File: src/rtl/core/tlbpt_pkg.sv
// Shared types and constants of the TLB page translator.
`default_nettype none

package tlbpt_pkg;

  localparam int TLB_ENTRIES = 16;
  localparam int PAGE_COUNT  = 256;
  localparam int FRAME_COUNT = 256;
  localparam int OFFSET_BITS = 8;

  localparam int ADDR_W  = 16;
  localparam int PAGE_W  = ADDR_W - OFFSET_BITS;
  localparam int FRAME_W = 8;
  localparam int IDX_W   = (TLB_ENTRIES > 1) ? $clog2(TLB_ENTRIES) : 1;
  localparam int FCNT_W  = 9;
  localparam int HCNT_W  = 32;

  typedef logic [PAGE_W-1:0]      page_t;
  typedef logic [FRAME_W-1:0]     frame_t;
  typedef logic [OFFSET_BITS-1:0] offset_t;
  typedef logic [IDX_W-1:0]       idx_t;
  typedef logic [FCNT_W-1:0]      fcnt_t;
  typedef logic [HCNT_W-1:0]      hcnt_t;

  // Registered TLB lookup result.
  typedef struct packed {
    logic   hit;
    frame_t frame;
  } lk_t;

  // TLB update request from the control logic.
  typedef struct packed {
    logic   touch;  // hit entry becomes most recent
    logic   fill;   // install page/frame in the victim entry
    page_t  page;
    frame_t frame;
  } upd_t;

endpackage

`default_nettype wire

File: src/rtl/core/tlb_lru_page_translator_unit.sv
// One transaction in flight: the block takes no new transaction until the last one completes.
// Accepting a transaction registers the TLB compare, the victim choice and the page-table read;
// completing it resolves hit / present / fault, registers the result, writes back the TLB and page table.
// Completion waits for a free output register; page-table read and write-back never coincide.
// Reset (async, active low) clears TLB valid bits and ranks, present bits, counters;
// no clearing pass, the block takes a transaction right after reset.
`default_nettype none

module tlb_lru_page_translator_unit (
  input  wire logic                     clk_i,
  input  wire logic                     rst_ni,
  // input channel
  input  wire logic                     in_valid_i,
  output logic                          in_stall_o,
  input  wire logic [15:0]              logical_address_i,
  // result channel
  output logic                          out_valid_o,
  input  wire logic                     out_stall_i,
  output logic [15:0]                   phys_addr_o,
  output logic                          tlb_hit_o,
  output logic                          page_fault_o,
  output logic                          out_of_frames_o,
  output logic [31:0]                   hits_so_far_o,
  output logic [8:0]                    faults_so_far_o
);
  import tlbpt_pkg::*;

  localparam fcnt_t FCNT_FULL = fcnt_t'(FRAME_COUNT);
  localparam hcnt_t HCNT_MAX  = '1;

  // control
  logic    busy_q;        // one transaction in flight
  logic    in_accept;
  logic    out_free;      // output register can take a new result
  logic    finish;        // in-flight transaction completes this cycle

  // in-flight transaction
  page_t   page_q;
  offset_t offset_q;

  // running counts
  hcnt_t   hit_count_q, hit_count_d;
  fcnt_t   fault_count_q, fault_count_d;

  // sub-block interfaces
  lk_t     lk;
  upd_t    upd;
  logic    pt_present;
  frame_t  pt_frame;
  logic    pt_wr;

  // resolution
  logic    is_fault;
  logic    is_oof;
  frame_t  frame;

  assign in_stall_o = busy_q;
  assign in_accept  = in_valid_i && !busy_q;
  assign out_free   = !out_valid_o || !out_stall_i;
  assign finish     = busy_q && out_free;

  tlbpt_tlb_array u_tlb (
    .clk_i     (clk_i),
    .rst_ni    (rst_ni),
    .lk_en_i   (in_accept),
    .lk_page_i (logical_address_i[15:OFFSET_BITS]),
    .lk_o      (lk),
    .upd_i     (upd)
  );

  tlbpt_page_table u_pt (
    .clk_i        (clk_i),
    .rst_ni       (rst_ni),
    .rd_en_i      (in_accept),
    .rd_page_i    (logical_address_i[15:OFFSET_BITS]),
    .wr_en_i      (pt_wr),
    .wr_page_i    (page_q),
    .wr_frame_i   (frame),
    .rd_present_o (pt_present),
    .rd_frame_o   (pt_frame)
  );

  // Hit: TLB frame. Miss: page table frame, or allocate the next frame in order, or flag out of frames.
  always_comb begin
    is_fault      = 1'b0;
    is_oof        = 1'b0;
    frame         = lk.frame;
    hit_count_d   = hit_count_q;
    fault_count_d = fault_count_q;
    if (lk.hit) begin
      if (hit_count_q != HCNT_MAX) begin
        hit_count_d = hit_count_q + hcnt_t'(1);
      end
    end else if (pt_present) begin
      frame = pt_frame;
    end else if (fault_count_q < FCNT_FULL) begin
      is_fault      = 1'b1;
      frame         = fault_count_q[FRAME_W-1:0];
      fault_count_d = fault_count_q + fcnt_t'(1);
    end else begin
      is_oof = 1'b1;
    end
  end

  assign pt_wr = finish && is_fault;
  // touch, fill, page, frame
  assign upd   = {finish && lk.hit, finish && !lk.hit && !is_oof, page_q, frame};

  always_ff @(posedge clk_i or negedge rst_ni) begin
    if (!rst_ni) begin
      busy_q        <= 1'b0;
      out_valid_o   <= 1'b0;
      hit_count_q   <= '0;
      fault_count_q <= '0;
    end else begin
      if (in_accept) begin
        busy_q <= 1'b1;
      end else if (finish) begin
        busy_q <= 1'b0;
      end
      if (finish) begin
        out_valid_o   <= 1'b1;
        hit_count_q   <= hit_count_d;
        fault_count_q <= fault_count_d;
      end else if (!out_stall_i) begin
        out_valid_o <= 1'b0;
      end
    end
  end

  always_ff @(posedge clk_i) begin
    if (in_accept) begin
      page_q   <= logical_address_i[15:OFFSET_BITS];
      offset_q <= logical_address_i[OFFSET_BITS-1:0];
    end
    if (finish) begin
      phys_addr_o     <= is_oof ? '0 : {frame, offset_q};
      tlb_hit_o       <= lk.hit;
      page_fault_o    <= is_fault;
      out_of_frames_o <= is_oof;
      hits_so_far_o   <= hit_count_d;
      faults_so_far_o <= fault_count_d;
    end
  end

`ifndef SYNTH
  a_fault_bound: assert property (@(posedge clk_i) disable iff (!rst_ni)
    fault_count_q <= FCNT_FULL)
    else $error("fault count beyond frame count");

  a_flags_excl: assert property (@(posedge clk_i) disable iff (!rst_ni)
    out_valid_o |-> $onehot0({tlb_hit_o, page_fault_o, out_of_frames_o}))
    else $error("result flags not exclusive");

  a_fault_inc: assert property (@(posedge clk_i) disable iff (!rst_ni)
    (finish && is_fault) |=> (fault_count_q == $past(fault_count_q) + fcnt_t'(1)))
    else $error("fault did not advance frame allocation");

  a_oof_result: assert property (@(posedge clk_i) disable iff (!rst_ni)
    (out_valid_o && out_of_frames_o) |->
      ((phys_addr_o == '0) && (faults_so_far_o == FCNT_FULL)))
    else $error("out-of-frames result inconsistent");

  a_pt_excl: assert property (@(posedge clk_i) disable iff (!rst_ni)
    !(in_accept && pt_wr))
    else $error("page table read and write in same cycle");
`endif

endmodule

`default_nettype wire

File: src/rtl/core/tlbpt_page_table.sv
// Page table: frame memory with registered read, present bits in flops.
`default_nettype none

module tlbpt_page_table (
  input  wire logic             clk_i,
  input  wire logic             rst_ni,
  input  wire logic             rd_en_i,
  input  wire tlbpt_pkg::page_t rd_page_i,
  input  wire logic             wr_en_i,
  input  wire tlbpt_pkg::page_t wr_page_i,
  input  wire tlbpt_pkg::frame_t wr_frame_i,
  output logic                  rd_present_o,
  output tlbpt_pkg::frame_t     rd_frame_o
);
  import tlbpt_pkg::*;

  frame_t          frame_mem [PAGE_COUNT];
  logic [PAGE_COUNT-1:0] present_q;

  // frame store, no reset
  always_ff @(posedge clk_i) begin
    if (wr_en_i) begin
      frame_mem[wr_page_i] <= wr_frame_i;
    end
    if (rd_en_i) begin
      rd_frame_o <= frame_mem[rd_page_i];
    end
  end

  always_ff @(posedge clk_i or negedge rst_ni) begin
    if (!rst_ni) begin
      present_q    <= '0;
      rd_present_o <= 1'b0;
    end else begin
      if (wr_en_i) begin
        present_q[wr_page_i] <= 1'b1;
      end
      if (rd_en_i) begin
        rd_present_o <= present_q[rd_page_i];
      end
    end
  end

endmodule

`default_nettype wire

File: src/rtl/core/tlbpt_tlb_array.sv
// Fully associative TLB with LRU ranks, registered lookup and victim select.
`default_nettype none

module tlbpt_tlb_array (
  input  wire logic             clk_i,
  input  wire logic             rst_ni,
  input  wire logic             lk_en_i,
  input  wire tlbpt_pkg::page_t lk_page_i,
  output tlbpt_pkg::lk_t        lk_o,
  input  wire tlbpt_pkg::upd_t  upd_i
);
  import tlbpt_pkg::*;

  localparam idx_t RANK_MAX = idx_t'(TLB_ENTRIES - 1);

  logic   valid_q [TLB_ENTRIES];
  idx_t   rank_q  [TLB_ENTRIES];
  page_t  page_q  [TLB_ENTRIES];
  frame_t frame_q [TLB_ENTRIES];

  logic hit_d;
  idx_t hit_idx_d;
  logic has_free;
  idx_t free_idx;
  idx_t lru_idx;
  idx_t hit_idx_q;
  idx_t victim_q;
  idx_t tgt;
  idx_t old_rank;
  logic   lk_hit_q;
  frame_t lk_frame_q;

  // Parallel compare; lowest index wins. Victim: lowest invalid, else rank 0.
  always_comb begin
    hit_d     = 1'b0;
    hit_idx_d = '0;
    has_free  = 1'b0;
    free_idx  = '0;
    lru_idx   = '0;
    for (int i = TLB_ENTRIES - 1; i >= 0; i--) begin
      if (valid_q[i] && (page_q[i] == lk_page_i)) begin
        hit_d     = 1'b1;
        hit_idx_d = idx_t'(i);
      end
      if (!valid_q[i]) begin
        has_free = 1'b1;
        free_idx = idx_t'(i);
      end
      if (valid_q[i] && (rank_q[i] == '0)) begin
        lru_idx = idx_t'(i);
      end
    end
  end

  always_ff @(posedge clk_i or negedge rst_ni) begin
    if (!rst_ni) begin
      lk_hit_q  <= 1'b0;
      hit_idx_q <= '0;
      victim_q  <= '0;
    end else if (lk_en_i) begin
      lk_hit_q  <= hit_d;
      hit_idx_q <= hit_idx_d;
      victim_q  <= has_free ? free_idx : lru_idx;
    end
  end

  always_ff @(posedge clk_i) begin
    if (lk_en_i) begin
      lk_frame_q <= frame_q[hit_idx_d];
    end
  end

  assign lk_o = {lk_hit_q, lk_frame_q};

  // fill target always leaves rank 0 behind (invalid or LRU entry)
  assign tgt      = upd_i.fill ? victim_q : hit_idx_q;
  assign old_rank = upd_i.fill ? '0 : rank_q[hit_idx_q];

  always_ff @(posedge clk_i or negedge rst_ni) begin
    if (!rst_ni) begin
      for (int j = 0; j < TLB_ENTRIES; j++) begin
        valid_q[j] <= 1'b0;
        rank_q[j]  <= '0;
      end
    end else if (upd_i.touch || upd_i.fill) begin
      for (int j = 0; j < TLB_ENTRIES; j++) begin
        if (idx_t'(j) == tgt) begin
          rank_q[j] <= RANK_MAX;
          if (upd_i.fill) begin
            valid_q[j] <= 1'b1;
          end
        end else if (valid_q[j] && (rank_q[j] > old_rank)) begin
          rank_q[j] <= rank_q[j] - idx_t'(1);
        end
      end
    end
  end

  always_ff @(posedge clk_i) begin
    if (upd_i.fill) begin
      page_q[victim_q]  <= upd_i.page;
      frame_q[victim_q] <= upd_i.frame;
    end
  end

endmodule

`default_nettype wire

File: config.mk
export PLATFORM = sky130hd
export DESIGN_NAME = tlb_lru_page_translator_unit
export DESIGN_NICKNAME = d
export VERILOG_FILES = /design/src/rtl/core/tlbpt_pkg.sv /design/src/rtl/core/tlb_lru_page_translator_unit.sv /design/src/rtl/core/tlbpt_page_table.sv /design/src/rtl/core/tlbpt_tlb_array.sv
export SDC_FILE = /design/constraint.sdc
export NUM_CORES = 2
export LEC_CHECK = 0
export BUFFER_PORTS_ARGS = -buffer_cell sky130_fd_sc_hd__buf_2
export CAP_MARGIN = 15
export CORE_UTILIZATION = 40
export DETAILED_ROUTE_END_ITERATION = 16
export PLACE_DENSITY = 0.53
export SETUP_SLACK_MARGIN = 0.5
export SLEW_MARGIN = 25
export SYNTH_ARGS = -nofsm -noshare
export SYNTH_HDL_FRONTEND = slang
export SYNTH_SLANG_ARGS = --single-unit
File: constraint.sdc
create_clock -name clk_i -period 21.5 [get_ports clk_i]
set_clock_uncertainty 0.05 [all_clocks]
set_input_delay 1.075 -clock clk_i [delete_from_list [all_inputs] [get_ports clk_i]]
set_output_delay 1.075 -clock clk_i [all_outputs]
set_load 0.02 [all_outputs]
==> metrics.md <==
| Metric | Value |
|---|---|
| Simple-gate share of the synthesized area | about 5.0% |
| Path class of the lowest-slack min-delay path | in -> async |
| Number of non-filler instances in the completed layout | between 9000 and 10000 |
| TritonCTS Sinks | roughly 2800 |
| Slowest cell on the critical path | sky130_fd_sc_hd__buf_4 |
| Clock input transition at the sequential cells of the worst setup and hold paths | 60 ps |
| Global-route wire length before repair | 411000 um |
| Layout cell share with drive strength beyond 1 | 30.2% |
| Num ports | 82 |
| Worst slew margin relative to its limit | 24.7% |
| Worst Setup Path Type | in -> reg |
| Number of library cell types mapped by synthesis | 55 |
| Fin crit period | around 6400 ps |
| Post-Synthesis Cells | between 5000 and 6000 |
| Final total power | 14.4 mW |
| Number of buffers inserted by port buffering | 81 |
| Share of synthesized flip-flops with an asynchronous set or reset | about 14% |
| Max Root-Sink Buffers | 4 |
| Max IR drop VDD | ~120 uV |
| Starting DRC count in detailed routing | 5033 |
| Data arrival time of the critical path | 6930 ps |
| Post-synth EDFFs | approximately 2400 |
| Share of the synthesized area in compound gates (AO/OA/AOI/OAI) | 1.32% |
| Synth Area in XOR/XNOR | under 10% |
| #FFs+latches synth | 2785 |
| Setup crit end kind | flip-flop |
| Routed via count divided by cell count | 5.55 |
| Top area cells in the synthesized netlist | sky130_fd_sc_hd__edfxtp_1, sky130_fd_sc_hd__mux4_2, sky130_fd_sc_hd__dfrtp_1, sky130_fd_sc_hd__or2_2, sky130_fd_sc_hd__nor2_1 |
| HPWL reported at the end of detailed placement | 169000 um |
| Count of final max-slew check failures | 0 |
| Die area | between 200000 and 300000 um2 |
| Cell area after layout | 127000 um2 |
| Root Driver | sky130_fd_sc_hd__clkbuf_16 |
| Routed vias | 55000 |
| Number of maximum-capacitance constraint violations | 0 |
| Average size of a mapped cell | just under 20 um2 |
| DRC violations left | 0 |
| Final number of hold-violating endpoints | 0 |
| Share of synthesized area occupied by flip-flops and latches | 73.1% |
| Number of hold-repair buffers added at the cts stage | 0 |
| Clock buffers created by TritonCTS | around 300 |
| Area fraction of the dominant cell type after synthesis | between 60% and 70% |
| RSZ-0062 raised after global routing | false |
| Synthesized cell area | roughly 110000 um2 |
| Critical path data required time | 22050 ps |
| Overall overflow remaining after global route | 0 |
| Final RePlAce weighted congestion | 0.786 |
| Die width | 531 um |
| Maximum number of pins on one net before global-route repair | 202 |
| Source-to-sink clock delay at the later pin of the worst-skew pair | a little under 900 ps |
| Initial Util | around two fifths |
| Placeable core region | 277000 um2 |
| Critical path launch point type | input port |
| Number of buffers inserted by post-CTS setup repair | 0 |
| Nets@finish | 6076 |
| Area Growth Syn to Fin | 13.8% |
| Synthesized netlist net count | a little under 6000 |
| Reg2Reg Launch Point | u_pt.rd_present_o |
| DR pass1 iterations | 8 |
| Post-cts repair resize count | 0 |
| TritonCTS clock tree | done |
| Mux contribution to synthesized area | 16.6% |
| Via count of the first global-routing pass | 55900 |
| Final setup viols | 0 |
| Register-to-register path setup slack | between 15000 and 20000 ps |
| Most area-hungry cell type in the Yosys netlist | sky130_fd_sc_hd__edfxtp_1 |
| Die span in y | 531 um |
| Fillcell total | 23400 |
| Primary flip-flop cell chosen by synthesis mapping | sky130_fd_sc_hd__edfxtp_1 |
| Upper clock frequency limit | 157 MHz |
| Routed wire per std cell | 28.7 um |
| Result of the run | completed |
| Tcrit/Tclk final | a little under 30% |
| Inst Count DP | 9359 |
| Placed Area | roughly 120000 um2 |
| Number of antenna violations at the first check in global routing | 14 |
| Hold_ws | 169 ps |
| Worst-margin pin slew | between 1000 and 1500 ps |
| Post-detailed-route count of antenna-violating nets | 0 |
| Power per cell area | 113 nW/um2 |
| Largest family of logic cells by synthesized area | multiplexers |
| Adder and majority gate portion of the synthesized area | about 1.1% |
| GRT Resource Usage Total | 20.3% |
| Longest individual stage delay on the worst path | 790 ps |
| Destination of the worst register-to-register timing path | u_pt.frame_mem[197][7] |
| Number of warnings printed during yosys synthesis | 0 |
| Wire length reported by the detailed router | 284000 um |
| P_leak | 43.8 nW |
| Sum Neg Setup Slack | 0 ps |
| Ordered list of cells on the worst path | buf_8 > buf_4 > buf_4 > buf_4 > buf_4 > mux4_2 > mux4_2 > mux4_2 > mux4_2 |
| Number of levels the H-tree was split into | 5 |
| Crit Path Max Fanout | just over 60 |
| Reg2Reg Depth | 6 |
| Number of cell rows | 193 |
## worst max-delay path, delay by kind of cell
kind	cells	cell delay, ps
buf+inv	5	3370
mux	4	2200
## power by group
group	total, mW	internal (mW)	switching (mW)
combinational	2.24	0.669	1.57
sequential	7.04	6.83	0.210
clock	5.12	2.99	2.13
total	14.4	10.5	3.91
## cells in the final DEF (no fill, tap or decap), types with 10 or more instances in the layout
master                      count
sky130_fd_sc_hd__a21oi_1      105
sky130_fd_sc_hd__a31oi_1       10
sky130_fd_sc_hd__buf_2         74
sky130_fd_sc_hd__buf_4        152
sky130_fd_sc_hd__bufinv_16     24
sky130_fd_sc_hd__clkbuf_1      82
sky130_fd_sc_hd__clkbuf_16    306
sky130_fd_sc_hd__clkbuf_8      23
sky130_fd_sc_hd__clkinv_1      42
sky130_fd_sc_hd__clkinv_2      46
sky130_fd_sc_hd__dfrtp_1      389
sky130_fd_sc_hd__edfxtp_1    2396
sky130_fd_sc_hd__ha_1          98
sky130_fd_sc_hd__inv_1         52
sky130_fd_sc_hd__inv_6         10
sky130_fd_sc_hd__mux2_2        35
sky130_fd_sc_hd__mux2i_1       49
sky130_fd_sc_hd__mux4_2       784
sky130_fd_sc_hd__nand2_1      172
sky130_fd_sc_hd__nand2b_1      10
sky130_fd_sc_hd__nand3_1       58
sky130_fd_sc_hd__nand4_1       53
sky130_fd_sc_hd__nor2_1       347
sky130_fd_sc_hd__nor2_2        87
sky130_fd_sc_hd__nor2b_1       40
sky130_fd_sc_hd__nor3_1        28
sky130_fd_sc_hd__nor4_1        10
sky130_fd_sc_hd__o211ai_1      15
sky130_fd_sc_hd__o21a_1        30
sky130_fd_sc_hd__o21ai_0       24
sky130_fd_sc_hd__or2_2        274
sky130_fd_sc_hd__or4_1         13
sky130_fd_sc_hd__xnor2_1      135
sky130_fd_sc_hd__xor2_1        81
## metal layers
metal  vias to the layer above  GRT usage (%)  part of all wire (%)
li1                      23300              -                     -
met1                     29700           29.7                    45
met2                      1633           31.6                    47
met3                       344           3.63                   6.3
met4                         4           4.63                   1.9
met5                         -              0                0.0095
## stage by stage
step | worst slack [ps] | util, %
after floorplan | 7540 | -
after global placement | 14080 | 42.3
after detailed placement | 14060 | 42.3
after CTS | 14980 | 45.8
after global routing | 14630 | 45.9
final | 15120 | 45.9
## worst max path at each step
stage | slack [ps] | to | start | depth (start not counted)
3_3_place_gp | 14080 | u_pt.rd_frame_o[1] | logical_address_i[8] | 9
3_5_place_dp | 14060 | u_pt.rd_frame_o[2] | logical_address_i[8] | 9
5_1_grt | 14630 | u_pt.rd_frame_o[1] | logical_address_i[8] | 9
6_report | 15120 | u_pt.rd_frame_o[2] | logical_address_i[8] | 9
2_1_floorplan | 7540 | u_pt.frame_mem[0][0] | u_pt.rd_present_o | 4
4_1_cts | 14980 | u_pt.rd_frame_o[2] | logical_address_i[8] | 9
## sequential cells by signal, summed over array words and instances, names as in the netlist, 4 cells and up
signal / cells
u_pt.frame_mem: 2048
u_pt.present_q: 256
u_tlb.frame_q: 128
u_tlb.page_q: 128
u_tlb.rank_q: 64
hit_count_q: 32
hits_so_far_o: 32
phys_addr_o: 16
u_tlb.valid_q: 16
fault_count_q: 9
faults_so_far_o: 9
offset_q: 8
page_q: 8
u_pt.rd_frame_o: 8
u_tlb.lk_frame_q: 8
u_tlb.hit_idx_q: 4
u_tlb.victim_q: 4
## layout make-up
class / count / area, um2 / area share (%)
well taps: 3705 / 4640 / 3.65
inverters: 54 / 204 / 0.160
repair buffers: 245 / 1830 / 1.44
multi-input cells: 2571 / 29100 / 22.9
clock inverters: 134 / 1400 / 1.10
clock buffers: 410 / 8270 / 6.50
flip-flops and latches: 2785 / 81700 / 64.2
diodes: 2 / 5.00 / 0.00394
## logic make-up (layout without fill, tap and decap cells)
group,count (synthesis),in the layout
AOI/OAI and AO/OA,241,241
other,0,2
buffers and inverters,315,843
and+or+nand+nor,1148,1148
muxes,868,868
DFF,2785,2785
adders and majority gates,98,98
xor gates and xnor gates,216,216
## cell usage after synthesis, types with 10 or more instances
| cell | instances |
|---|---|
| sky130_fd_sc_hd__edfxtp_1 | 2396 |
| sky130_fd_sc_hd__ha_1 | 98 |
| sky130_fd_sc_hd__mux2i_1 | 49 |
| sky130_fd_sc_hd__a31oi_1 | 10 |
| sky130_fd_sc_hd__a21oi_1 | 105 |
| sky130_fd_sc_hd__nand4_1 | 53 |
| sky130_fd_sc_hd__nor2_1 | 436 |
| sky130_fd_sc_hd__mux4_2 | 784 |
| sky130_fd_sc_hd__o21a_1 | 30 |
| sky130_fd_sc_hd__nand2b_1 | 11 |
| sky130_fd_sc_hd__o211ai_1 | 15 |
| sky130_fd_sc_hd__buf_2 | 81 |
| sky130_fd_sc_hd__mux2_2 | 35 |
| sky130_fd_sc_hd__xor2_1 | 81 |
| sky130_fd_sc_hd__buf_4 | 12 |
| sky130_fd_sc_hd__dfrtp_1 | 389 |
| sky130_fd_sc_hd__nand2_1 | 178 |
| sky130_fd_sc_hd__nor4_1 | 10 |
| sky130_fd_sc_hd__nor2b_1 | 40 |
| sky130_fd_sc_hd__or2_2 | 274 |
| sky130_fd_sc_hd__or4_1 | 13 |
| sky130_fd_sc_hd__buf_1 | 34 |
| sky130_fd_sc_hd__clkbuf_1 | 128 |
| sky130_fd_sc_hd__o21ai_0 | 34 |
| sky130_fd_sc_hd__nor3_1 | 29 |
| sky130_fd_sc_hd__xnor2_1 | 135 |
| sky130_fd_sc_hd__nand3_1 | 66 |
| sky130_fd_sc_hd__inv_1 | 54 |
Power figures use the tool's default switching activity.
